`config.mk`:
```
export PLATFORM = sky130hd
export DESIGN_NAME = manchester_swo_capture_decoder_unit
export DESIGN_NICKNAME = d
export VERILOG_FILES = /design/src/rtl/mscd_pkg.sv /design/src/rtl/mscd_datapath.sv /design/src/rtl/mscd_controller.sv /design/src/rtl/manchester_swo_capture_decoder_unit.sv
export SDC_FILE = /design/constraint.sdc
export NUM_CORES = 1
export LEC_CHECK = 0
export BUFFER_PORTS_ARGS = -buffer_cell sky130_fd_sc_hd__buf_4
export CORE_UTILIZATION = 35
export DETAILED_ROUTE_END_ITERATION = 7
export GPL_TIMING_DRIVEN = 0
export PLACE_DENSITY = 0.48
export SYNTH_ARGS = -nofsm -noshare
export SYNTH_HDL_FRONTEND = slang
export SYNTH_SLANG_ARGS = --single-unit
```
`constraint.sdc`:
```
create_clock -name clk -period 9.4 [get_ports clk]
set_input_delay 1.88 -clock clk [delete_from_list [all_inputs] [get_ports clk]]
set_output_delay 1.88 -clock clk [all_outputs]
set_load 0.01 [all_outputs]
```
`src/rtl/mscd_pkg.sv`:
```
// ----------------------------------------------------------------------------
// Manchester SWO capture decoder package
// Payload structs for the capture and result channels, and the command and
// status groups that join the controller and the datapath.
// ----------------------------------------------------------------------------
package mscd_pkg;

  localparam logic [7:0] TOLERANCE_RESET = 8'd5;

  typedef struct packed {
    logic [15:0] cycle_ticks;
    logic [15:0] mark_ticks;
    logic        rising_capture;
  } capture_t;

  typedef struct packed {
    logic [7:0] data_byte;
    logic       last_byte;
  } result_t;

  typedef struct packed {
    logic capture;      // register the accepted capture event
    logic commit;       // apply the evaluated event to the decoder state
    logic load_result;  // move the current store byte into the result register
  } ctrl_cmd_t;

  typedef struct packed {
    logic flush_req;    // evaluated event flushes at least one whole byte
    logic last_index;   // byte being read is the final one of the flush
    logic result_busy;  // result register holds a request that is stalled
  } dp_status_t;

endpackage

```
`src/rtl/mscd_datapath.sv`:
```
// ----------------------------------------------------------------------------
// Manchester SWO capture decoder datapath
// Holds the lock state, bit assembly, byte store and result register, and
// evaluates one registered capture event per commit.
// ----------------------------------------------------------------------------
module mscd_datapath import mscd_pkg::*; #(
  parameter int BUFFER_BITS = 128
) (
  input  logic       clk,
  input  logic       rst,
  input  logic       cfg_valid,
  input  logic [7:0] cfg_data,
  input  capture_t   capture_data,
  input  ctrl_cmd_t  cmd,
  output dp_status_t status,
  input  logic       result_stall,
  output logic       result_valid,
  output result_t    result_data
);

  localparam int STORE_BYTES = (BUFFER_BITS + 7) / 8;
  localparam int ADDR_W      = (STORE_BYTES > 1) ? $clog2(STORE_BYTES) : 1;
  localparam int NB_W        = $clog2(STORE_BYTES + 1);
  localparam int CNT_W       = $clog2(BUFFER_BITS + 1);
  localparam logic [CNT_W-1:0] BB_CNT = CNT_W'(BUFFER_BITS);

  logic [7:0]       tolerance;
  capture_t         cap;
  logic [15:0]      half_bit_time;
  logic             pending_bit;
  logic [CNT_W-1:0] bit_count;
  logic [7:0]       acc;
  logic [NB_W-1:0]  flush_n;
  logic [ADDR_W-1:0] rd_idx;
  logic [7:0]       store [STORE_BYTES];
  logic [7:0]       store_q;

  // Evaluation results.
  logic [15:0]      hb_next;
  logic             pend_next;
  logic [CNT_W-1:0] cnt_eff;
  logic [7:0]       acc_next;
  logic             wr_en;
  logic [ADDR_W-1:0] wr_addr;
  logic [7:0]       wr_byte;
  logic             ev_flush;
  logic [NB_W-1:0]  ev_n;

  logic [15:0] cyc, mark, space, adj;
  logic [16:0] hb2, adj2;
  logic [17:0] hb3, adj4;
  logic        rising, lm, ls, p2;
  logic [2:0]  pos1, pos2;
  logic [7:0]  acc1, acc2;
  logic [CNT_W-1:0] cnt1;

  always_comb begin
    cyc    = cap.cycle_ticks;
    mark   = cap.mark_ticks;
    rising = cap.rising_capture;
    space  = cyc - mark;
    adj    = mark - {8'd0, tolerance};
    adj2   = {adj, 1'b0};
    adj4   = {adj, 2'b00};
    hb2    = {half_bit_time, 1'b0};
    hb3    = {1'b0, hb2} + {2'b00, half_bit_time};
    lm     = {1'b0, mark} >= hb2;
    ls     = {1'b0, space} >= hb2;
    pos1   = bit_count[2:0];
    acc1   = ((pos1 == 3'd0) ? 8'd0 : acc) | ({7'd0, pending_bit} << pos1);
    cnt1   = bit_count + CNT_W'(1);
    p2     = lm | pending_bit;
    pos2   = cnt1[2:0];
    acc2   = ((pos2 == 3'd0) ? 8'd0 : acc1) | ({7'd0, p2} << pos2);

    hb_next   = half_bit_time;
    pend_next = pending_bit;
    cnt_eff   = bit_count;
    acc_next  = acc;
    wr_en     = 1'b0;
    wr_addr   = ADDR_W'(bit_count >> 3);
    wr_byte   = acc1;
    ev_flush  = 1'b0;

    if (rising && cyc == 16'd0) begin
      // Empty rising capture: nothing changes.
    end else if (cyc <= mark || mark == 16'd0 ||
                 (half_bit_time != 16'd0 && mark < half_bit_time)) begin
      ev_flush = 1'b1;
    end else if (half_bit_time == 16'd0) begin
      // Lock when the cycle to adjusted mark ratio is two or three.
      if (rising && mark > {8'd0, tolerance} &&
          {1'b0, cyc} >= adj2 && {2'b00, cyc} < adj4) begin
        hb_next   = adj;
        pend_next = ~({1'b0, space} >= adj2);
      end
    end else begin
      acc_next = acc1;
      cnt_eff  = cnt1;
      if (pos1 == 3'd7) begin
        wr_en = 1'b1;
      end
      if ({2'b00, cyc} >= hb3) begin
        if (lm && pending_bit) begin
          ev_flush = 1'b1;
        end else begin
          if ((lm || !ls) && cnt1 < BB_CNT) begin
            acc_next = acc2;
            cnt_eff  = cnt1 + CNT_W'(1);
            if (pos2 == 3'd7) begin
              wr_en   = 1'b1;
              wr_addr = ADDR_W'(cnt1 >> 3);
              wr_byte = acc2;
            end
          end
          if (ls && !p2) begin
            ev_flush = 1'b1;
          end
          pend_next = p2 & ~ls;
          if ({2'b00, space} >= hb3) begin
            ev_flush = 1'b1;
          end
        end
      end
      if (cnt_eff >= BB_CNT) begin
        ev_flush = 1'b1;
      end
    end
    ev_n = NB_W'(cnt_eff >> 3);
  end

  assign status.flush_req   = ev_flush && (ev_n != '0);
  assign status.last_index  = (NB_W'(rd_idx) + NB_W'(1)) == flush_n;
  assign status.result_busy = result_valid && result_stall;

  always_ff @(posedge clk) begin
    if (rst) begin
      tolerance     <= TOLERANCE_RESET;
      half_bit_time <= 16'd0;
      pending_bit   <= 1'b0;
      bit_count     <= '0;
      result_valid  <= 1'b0;
    end else begin
      if (cfg_valid) begin
        tolerance <= cfg_data;
      end
      if (cmd.commit) begin
        pending_bit <= pend_next;
        if (ev_flush) begin
          half_bit_time <= 16'd0;
          bit_count     <= '0;
        end else begin
          half_bit_time <= hb_next;
          bit_count     <= cnt_eff;
        end
      end
      if (cmd.load_result) begin
        result_valid <= 1'b1;
      end else if (!result_stall) begin
        result_valid <= 1'b0;
      end
    end
  end

  always_ff @(posedge clk) begin
    if (cmd.capture) begin
      cap <= capture_data;
    end
    if (cmd.commit) begin
      acc     <= acc_next;
      flush_n <= ev_n;
      rd_idx  <= '0;
    end else if (cmd.load_result) begin
      rd_idx <= rd_idx + ADDR_W'(1);
    end
    if (cmd.load_result) begin
      result_data.data_byte <= store_q;
      result_data.last_byte <= status.last_index;
    end
  end

  // Byte store: one write port for completed bytes, one registered read port.
  always_ff @(posedge clk) begin
    if (cmd.commit && wr_en) begin
      store[wr_addr] <= wr_byte;
    end
    store_q <= store[rd_idx];
  end

`ifndef SYNTHESIS
  a_count_below_full: assert property (@(posedge clk) disable iff (rst)
    bit_count < BB_CNT)
    else $error("bit count reached the store size outside a flush");
  a_unlocked_empty: assert property (@(posedge clk) disable iff (rst)
    (half_bit_time == 16'd0) |-> (bit_count == '0))
    else $error("bits held while the decoder is unlocked");
  a_no_overwrite: assert property (@(posedge clk) disable iff (rst)
    cmd.load_result |-> !(result_valid && result_stall))
    else $error("result register loaded over a stalled request");
  a_read_in_range: assert property (@(posedge clk) disable iff (rst)
    cmd.load_result |-> (NB_W'(rd_idx) < flush_n))
    else $error("flush read beyond the bytes held");
`endif

endmodule

```
`src/rtl/mscd_controller.sv`:
```
// ----------------------------------------------------------------------------
// Manchester SWO capture decoder controller
// Sequences capture, evaluation and the byte-by-byte flush walk.
// ----------------------------------------------------------------------------
module mscd_controller import mscd_pkg::*; (
  input  logic       clk,
  input  logic       rst,
  input  logic       capture_valid,
  output logic       capture_stall,
  input  dp_status_t status,
  output ctrl_cmd_t  cmd
);

  localparam logic [1:0] S_IDLE = 2'd0;
  localparam logic [1:0] S_EVAL = 2'd1;
  localparam logic [1:0] S_READ = 2'd2;
  localparam logic [1:0] S_LOAD = 2'd3;

  logic [1:0] state, state_next;

  assign capture_stall = (state != S_IDLE);

  always_comb begin
    cmd        = '0;
    state_next = state;
    case (state)
      S_IDLE: begin
        if (capture_valid) begin
          cmd.capture = 1'b1;
          state_next  = S_EVAL;
        end
      end
      S_EVAL: begin
        cmd.commit = 1'b1;
        state_next = status.flush_req ? S_READ : S_IDLE;
      end
      S_READ: begin
        // Store read data becomes valid at the end of this cycle.
        state_next = S_LOAD;
      end
      S_LOAD: begin
        if (!status.result_busy) begin
          cmd.load_result = 1'b1;
          state_next      = status.last_index ? S_IDLE : S_READ;
        end
      end
      default: begin
        state_next = S_IDLE;
      end
    endcase
  end

  always_ff @(posedge clk) begin
    if (rst) begin
      state <= S_IDLE;
    end else begin
      state <= state_next;
    end
  end

endmodule

```
`src/rtl/manchester_swo_capture_decoder_unit.sv`:
```
// ----------------------------------------------------------------------------
// Manchester SWO capture decoder
// Locks the half-bit time from a start bit and decodes Manchester bits from
// edge-timing capture events into bytes.
// ----------------------------------------------------------------------------
// A capture event is registered, then evaluated: while unlocked it may lock
// the half-bit time, once locked it commits up to two bits. An event that
// flushes whole bytes then reads them one by one through the single registered
// read port of the byte store, each waiting while the result side stalls; no
// capture is taken during a flush. The store needs no clearing after reset. The
// tolerance register is written through its own channel, which is always ready.
module manchester_swo_capture_decoder_unit import mscd_pkg::*; #(
  parameter int BUFFER_BITS = 128
) (
  input  logic       clk,
  input  logic       rst,
  input  logic       cfg_valid,
  output logic       cfg_ready,
  input  logic [7:0] cfg_data,
  input  logic       capture_valid,
  output logic       capture_stall,
  input  capture_t   capture_data,
  output logic       result_valid,
  input  logic       result_stall,
  output result_t    result_data
);

  ctrl_cmd_t  cmd;
  dp_status_t status;

  assign cfg_ready = 1'b1;

  mscd_controller u_controller (
    .clk           (clk),
    .rst           (rst),
    .capture_valid (capture_valid),
    .capture_stall (capture_stall),
    .status        (status),
    .cmd           (cmd)
  );

  mscd_datapath #(
    .BUFFER_BITS (BUFFER_BITS)
  ) u_datapath (
    .clk          (clk),
    .rst          (rst),
    .cfg_valid    (cfg_valid),
    .cfg_data     (cfg_data),
    .capture_data (capture_data),
    .cmd          (cmd),
    .status       (status),
    .result_stall (result_stall),
    .result_valid (result_valid),
    .result_data  (result_data)
  );

endmodule

```
==> impl_metrics.csv, run 1 <==
group,metric,value,unit
timing,final_max_slew_viol_count,0,
global_route,grt_use_total,19.0,%
placement,dpl.hpwl,29700,µm
critical_path,critical_path_required,9.58,ns
critical_path,cp_max_fo,8,
floorplan,fp.dieW,203,µm
drt,routedWlPerCell,21.0,µm
drt,drc_errors,0,
timing,hold_viol_final,0,
timing,relSlewSlack,23.9,%
pwr,p_leak,5.96,nW
finish,final_common_cell,"edfxtp_1",
clock_network,cts_buffers,28,
drt,avgViaCountPerCell,5.32,
synth,seq_area_frac_synth,45.9,%
synth,synth_edf_count,183,
finish,drive_above_1_share,13.4,%
placement,pre_cts_slack,2.35,ns
timing,finClkSkew,0.0224,ns
pwr,peakVddDrop,0.127,mV
synth,synth_area,14100,µm²
critical_path,crit_type,"reg2reg",
synth,yosys-top-cells-area,"edfxtp_1, ha_1, dfxtp_1",
synth,synth_top_area_share,39.0,%
timing,min_period,7.17,ns
placement,place_congestion,0.871,
floorplan,initial_core_util,35.4,%
timing,fin_setup_tns,0,ns
drt,finalWirelength,38700,µm
drt,vias,9832,
drt,ant_nets,0,
clock_network,worst_skew_pair.late_latency,0.57,ns
clock_network,htree_num_levels,1,
min_path,hold_path_class,"reg2reg",
critical_path,slowest_delay,0.71,ns
timing,fmaxAchievable,139,MHz
finish,syn2layout_area_growth,14.5,%
global_route,grt_pass1_wl,59100,µm
critical_path,cpMostUsedCell,"o21ai_0",
synth,synthCells,1208,
drt,first_pass_iters,7,
clock_network,path_clk_slew,0.06,ns
critical_path,path_cells,"inv_1 > ha_1 > nor2b_1 > o21ai_0 > a21boi_0 > o21ai_0 > a21oi_1 > a211o_1 > a31oi_1 > o21ai_0 > a21oi_1 > xnor2_1 > ha_1 > nand4b_1 > nor3_1 > o311ai_0 > nand2_1 > or3_1 > a2111oi_4 > nand4_1 > nor4_1 > o21ai_1 > nor2_1",
clock_network,clockBufferDepth,3,
drt,initialDrtViolationCount,625,
timing,timing.final.crit_share,76.3,%
finish,nNetsFinal,1524,
finish,n_antenna_cell,0,
synth,ys_types,80,
synth,ys.warnings.count,0,
floorplan,io_pins,58,
critical_path,end_kind,"flop",
synth,ys_seq_elements,231,
clock_network,cts_tree,"done",
clock_network,cts_root_buf,"clkbuf_16",
synth,postSynth.asyncResetShare,0,%
pwr,power-per-cell-area,169,nW/µm²
floorplan,die_area,41000,µm²
job,cap_violations,0,
critical_path,slowest_stage,"nor2_1",
timing,finalSetupViolCount,0,
status,status,"complete, no violations",
critical_path,worst_setup_path_start_kind,"flop",
global_route,grt_antenna_before_repair,0,
floorplan,dieHeight,203,µm
global_route,grt_max_degree,34,
timing,fin_ws,2.23,ns
finish,utilization,40.5,%
finish,layout_common_cells,"edfxtp_1, ha_1, a21oi_1, nor2_1, inv_1",
synth,syn_avg_cell_area,11.7,µm²
clock_network,cts_num_sinks,231,
critical_path,worstPathArrival,7.35,ns
timing,rsz0062_at_grt,"false",
placement,portBuffers,55,
global_route,grt_pass1_vias,9630,
floorplan,rows,73,
floorplan,coreArea,39700,µm²
finish,fillers,3864,
clock_network,cts_setup_buffers,0,
global_route,grt-ovfl-total,0,
clock_network,cts_resized,0,
clock_network,holdBufCountCts,0,
synth,yosysTopAreaCell,"edfxtp_1",
timing,worst_pin_slew,1.13,ns
synth,synth_nets,1432,
synth,yosys_most_used_dff,"edfxtp_1",
where the power goes:
group	switching, W	internal [W]	leakage [nW]
sequential	0.0000287	0.00112	2.05
combinational	0.000325	0.000224	3.48
clock	0.000445	0.000587	0.429
through the flow:
step           total power, W  hold slack [ns]  cell area [µm²]  std cells
3_3_place_gp          0.00170            0.386            15100       1788
6_report              0.00273            0.401            16100       1847
2_1_floorplan         0.00154            0.386            14100       1208
3_5_place_dp          0.00171            0.389            15200       1795
5_1_grt               0.00287            0.405            16100       1847
4_1_cts               0.00275            0.403            16100       1847
Yosys cell counts, types with 15 or more instances:
| master | count |
|---|---|
| or3_1 | 15 |
| xor2_1 | 18 |
| o21ai_0 | 47 |
| inv_1 | 76 |
| a21oi_1 | 92 |
| a211oi_1 | 20 |
| nand3_1 | 30 |
| edfxtp_1 | 183 |
| dfxtp_1 | 48 |
| a21o_1 | 27 |
| mux4_2 | 40 |
| clkbuf_1 | 18 |
| nand2_1 | 55 |
| ha_1 | 175 |
| xnor2_1 | 36 |
| nand4_1 | 20 |
| nor2_1 | 85 |
| mux2i_1 | 15 |
final timing paths:
| kind | from | endpoint | slack, ns | cells past startpoint |
|---|---|---|---|---|
| worst max-delay path | u_datapath.mark[1] | u_datapath.store[0][5] | 2.23 | 23 |
| worst min-delay path | u_datapath.store_q[3] | u_datapath.result_data[4] | 0.40 | 0 |
| worst max register to register | u_datapath.mark[1] | u_datapath.store[0][5] | 2.23 | 23 |
| worst min register to register | u_datapath.store_q[3] | u_datapath.result_data[4] | 0.40 | 0 |
critical path, delay by kind of cell, from the launching register on:
family	cells	cell delay (ns)
AND/OR/NAND/NOR	8	2.44
AO/OA/AOI/OAI	11	2.66
XOR/XNOR	1	0.26
adder cells (fa/ha/maj)	2	0.68
buffers and inverters	1	0.18
flip-flops	1	0.54
kinds of logic after synthesis:
logic type      Yosys count  share of synthesized area (%)
mux                      56                           7.55
xor+xnor                 54                           3.36
other cells               1                         0.0266
flops                   231                           45.9
fa+ha+maj               178                           16.0
simple gates            293                           10.4
compound gates          288                           13.7
buf+inv                 107                           3.04
per-layer routing:
layer,share of wire (%),global-route usage (%),up-vias
li1,-,-,4822
met1,54,29.7,4802
met2,40,27.1,166
met3,4.2,3.05,42
met4,1.6,4.22,0
met5,0,0,-
cell type report:
type | count | area [µm²] | area share (%)
Clock buffer | 37 | 777 | 4.82
Timing Repair Buffer | 62 | 473 | 2.94
Multi-Input combinational cell | 870 | 7210 | 44.8
Clock inverter | 15 | 108 | 0.668
Sequential cell | 231 | 6460 | 40.1
Buffer | 31 | 143 | 0.886
Inverter | 76 | 285 | 1.77
Tap cell | 525 | 657 | 4.08
state kept, by name, indices dropped and copies added, names as in the netlist:
register                  cells
u_controller.state            2
u_datapath.acc                8
u_datapath.bit_count          8
u_datapath.cyc               16
u_datapath.flush_n            5
u_datapath.half_bit_time     16
u_datapath.mark              16
u_datapath.pending_bit        1
u_datapath.rd_idx             4
u_datapath.result_data        9
u_datapath.result_valid       1
u_datapath.rising             1
u_datapath.store            128
u_datapath.store_q            8
u_datapath.tolerance          8
Power figures use the tool's default switching activity.
==> run 2: changes to the inputs <==
clock period = 6.9 ns   (was 9.4 ns; I/O delays follow)
==> impl_metrics.csv, run 2 (synthesis gave the netlist of run 1 again) <==
group,metric,value,unit
status,status,"complete, no violations",
placement,portBuffers,55,
global_route,grt_antenna_before_repair,0,
finish,final_common_cell,"edfxtp_1",
floorplan,rows,73,
critical_path,cp_max_fo,8,
finish,n_antenna_cell,0,
critical_path,reg2reg_depth,26,
clock_network,htree_num_levels,1,
clock_network,cts_root_buf,"clkbuf_16",
finish,fillers,3837,
clock_network,cts_tree,"done",
critical_path,worst_setup_path_start_kind,"flop",
finish,drive_above_1_share,15.8,%
critical_path,r2r_end,"u_datapath.store[12][4]",
clock_network,cts_num_sinks,231,
floorplan,initial_core_util,35.4,%
floorplan,io_pins,58,
critical_path,r2r_setup_slack,0.40,ns
drt,avgViaCountPerCell,5.34,
placement,pre_cts_slack,-0.149,ns
critical_path,crit_type,"reg2reg",
drt,first_pass_iters,5,
timing,min_period,6.50,ns
drt,initialDrtViolationCount,711,
placement,place_congestion,0.871,
timing,fin_setup_tns,0,ns
job,cap_violations,0,
finish,syn2layout_area_growth,16.7,%
global_route,grt_pass1_vias,9642,
finish,nNetsFinal,1534,
drt,routedWlPerCell,20.9,µm
drt,finalWirelength,38900,µm
timing,rsz0062_at_grt,"false",
drt,drc_errors,0,
floorplan,die_area,41000,µm²
clock_network,cts_buffers,28,
timing,finalSetupViolCount,0,
pwr,power-per-cell-area,227,nW/µm²
timing,hold_viol_final,0,
clock_network,path_clk_slew,0.06,ns
finish,utilization,41.3,%
drt,topRoutingLayerUsed,"met4",
clock_network,worst_skew_pair.late_latency,0.58,ns
timing,relSlewSlack,23.7,%
clock_network,clockBufferDepth,3,
floorplan,coreArea,39700,µm²
timing,fin_ws,0.404,ns
placement,dpl.hpwl,29700,µm
critical_path,critPathCapture,"u_datapath.store[12][4]",
timing,finClkSkew,0.0201,ns
timing,timing.final.crit_share,94.1,%
critical_path,worstPathArrival,6.83,ns
critical_path,end_kind,"flop",
global_route,grt_pass1_wl,59100,µm
finish,largest_reg_flops,128,
timing,worst_pin_slew,1.13,ns
critical_path,critical_path_required,7.23,ns
finish,top_register,"u_datapath.store",
timing,final_max_slew_viol_count,0,
global_route,grt_use_total,19.0,%
global_route,grt_max_degree,34,
timing,fmaxAchievable,154,MHz
critical_path,r2r_start,"u_datapath.mark[1]",
drt,wl_met2,15800,µm
drt,wl_met3,1900,µm
clock_network,holdBufCountCts,0,
floorplan,fp.dieW,203,µm
pwr,p_leak,6.04,nW
drt,vias,9908,
global_route,grt-ovfl-total,0,
pwr,peakVddDrop,0.182,mV
floorplan,dieHeight,203,µm
min_path,hold_path_class,"reg2reg",
critical_path,crit_start,"u_datapath.mark[1]",
drt,ant_nets,0,
drt,wl_met1,20600,µm
finish,layout_common_cells,"edfxtp_1, ha_1, a21oi_1, inv_1, nor2_1",
[run 2: stage by stage]
| stage | hold slack (ns) | std cells | power [W] | cell area [µm²] |
|---|---|---|---|---|
| after floorplan | 0.386 | 1208 | 0.00209 | 14100 |
| after global placement | 0.386 | 1788 | 0.00232 | 15100 |
| after detailed placement | 0.389 | 1795 | 0.00233 | 15200 |
| after CTS | 0.403 | 1847 | 0.00375 | 16100 |
| after global routing | 0.405 | 1857 | 0.00392 | 16400 |
| final | 0.401 | 1857 | 0.00373 | 16400 |
[run 2: layer usage]
metal / GRT usage [%] / vias to the layer above
met5: 0 / -
met3: 3.05 / 39
met2: 27.1 / 194
met1: 29.7 / 4830
met4: 4.22 / 0
li1: - / 4845
[run 2: critical path, cell delays in order, from the launching register on]
cell and delay [ns]:
edfxtp_1 0.44, inv_1 0.18, ha_1 0.27, nor2b_1 0.13, o21ai_1 0.19, a21boi_0 0.15, o21ai_1 0.19, a21oi_1 0.14
a211o_1 0.32, a31oi_1 0.26, o21ai_0 0.13, a21oi_1 0.18, xnor2_1 0.27, ha_1 0.35, nand4b_1 0.14, nor3_1 0.13
o311ai_0 0.23, nand2_1 0.22, or3_1 0.49, a2111oi_4 0.50, and4_2 0.30, buf_6 0.13, mux2_2 0.34, a22oi_2 0.20
buf_12 0.16, nor2_4 0.05, buf_12 0.16
[run 2: worst min path at each step]
stage	from	end	slack (ns)	depth (start not counted)
after floorplan	u_datapath.store_q[0]	u_datapath.result_data[1]	0.39	0
after global placement	u_datapath.store_q[5]	u_datapath.result_data[6]	0.39	0
after detailed placement	u_datapath.store_q[0]	u_datapath.result_data[1]	0.39	0
after CTS	u_datapath.store_q[0]	u_datapath.result_data[1]	0.40	0
after global routing	u_datapath.store_q[3]	u_datapath.result_data[4]	0.41	0
final	u_datapath.store_q[3]	u_datapath.result_data[4]	0.40	0
[run 2: layout make-up]
| class | instances | area (µm²) | share of cell area [%] |
|---|---|---|---|
| Buffer | 31 | 143 | 0.868 |
| Clock buffer | 37 | 777 | 4.73 |
| Clock inverter | 15 | 108 | 0.655 |
| Inverter | 76 | 285 | 1.74 |
| Multi-Input combinational cell | 870 | 7380 | 44.9 |
| Sequential cell | 231 | 6460 | 39.3 |
| Tap cell | 525 | 657 | 4.00 |
| Timing Repair Buffer | 72 | 623 | 3.79 |
[run 2: report_power, final]
group	switching [W]	internal (W)
clock network	0.000608	0.000799
logic	0.000448	0.000309
registers	0.0000384	0.00152
[run 2: timing repair]
action	CTS	global route
cloned	0	0
endpoints found under the hold margin	0	0
endpoints found under the setup margin	119	198
resized for setup	12	32
pin swaps	0	11
buffers inserted	0	10
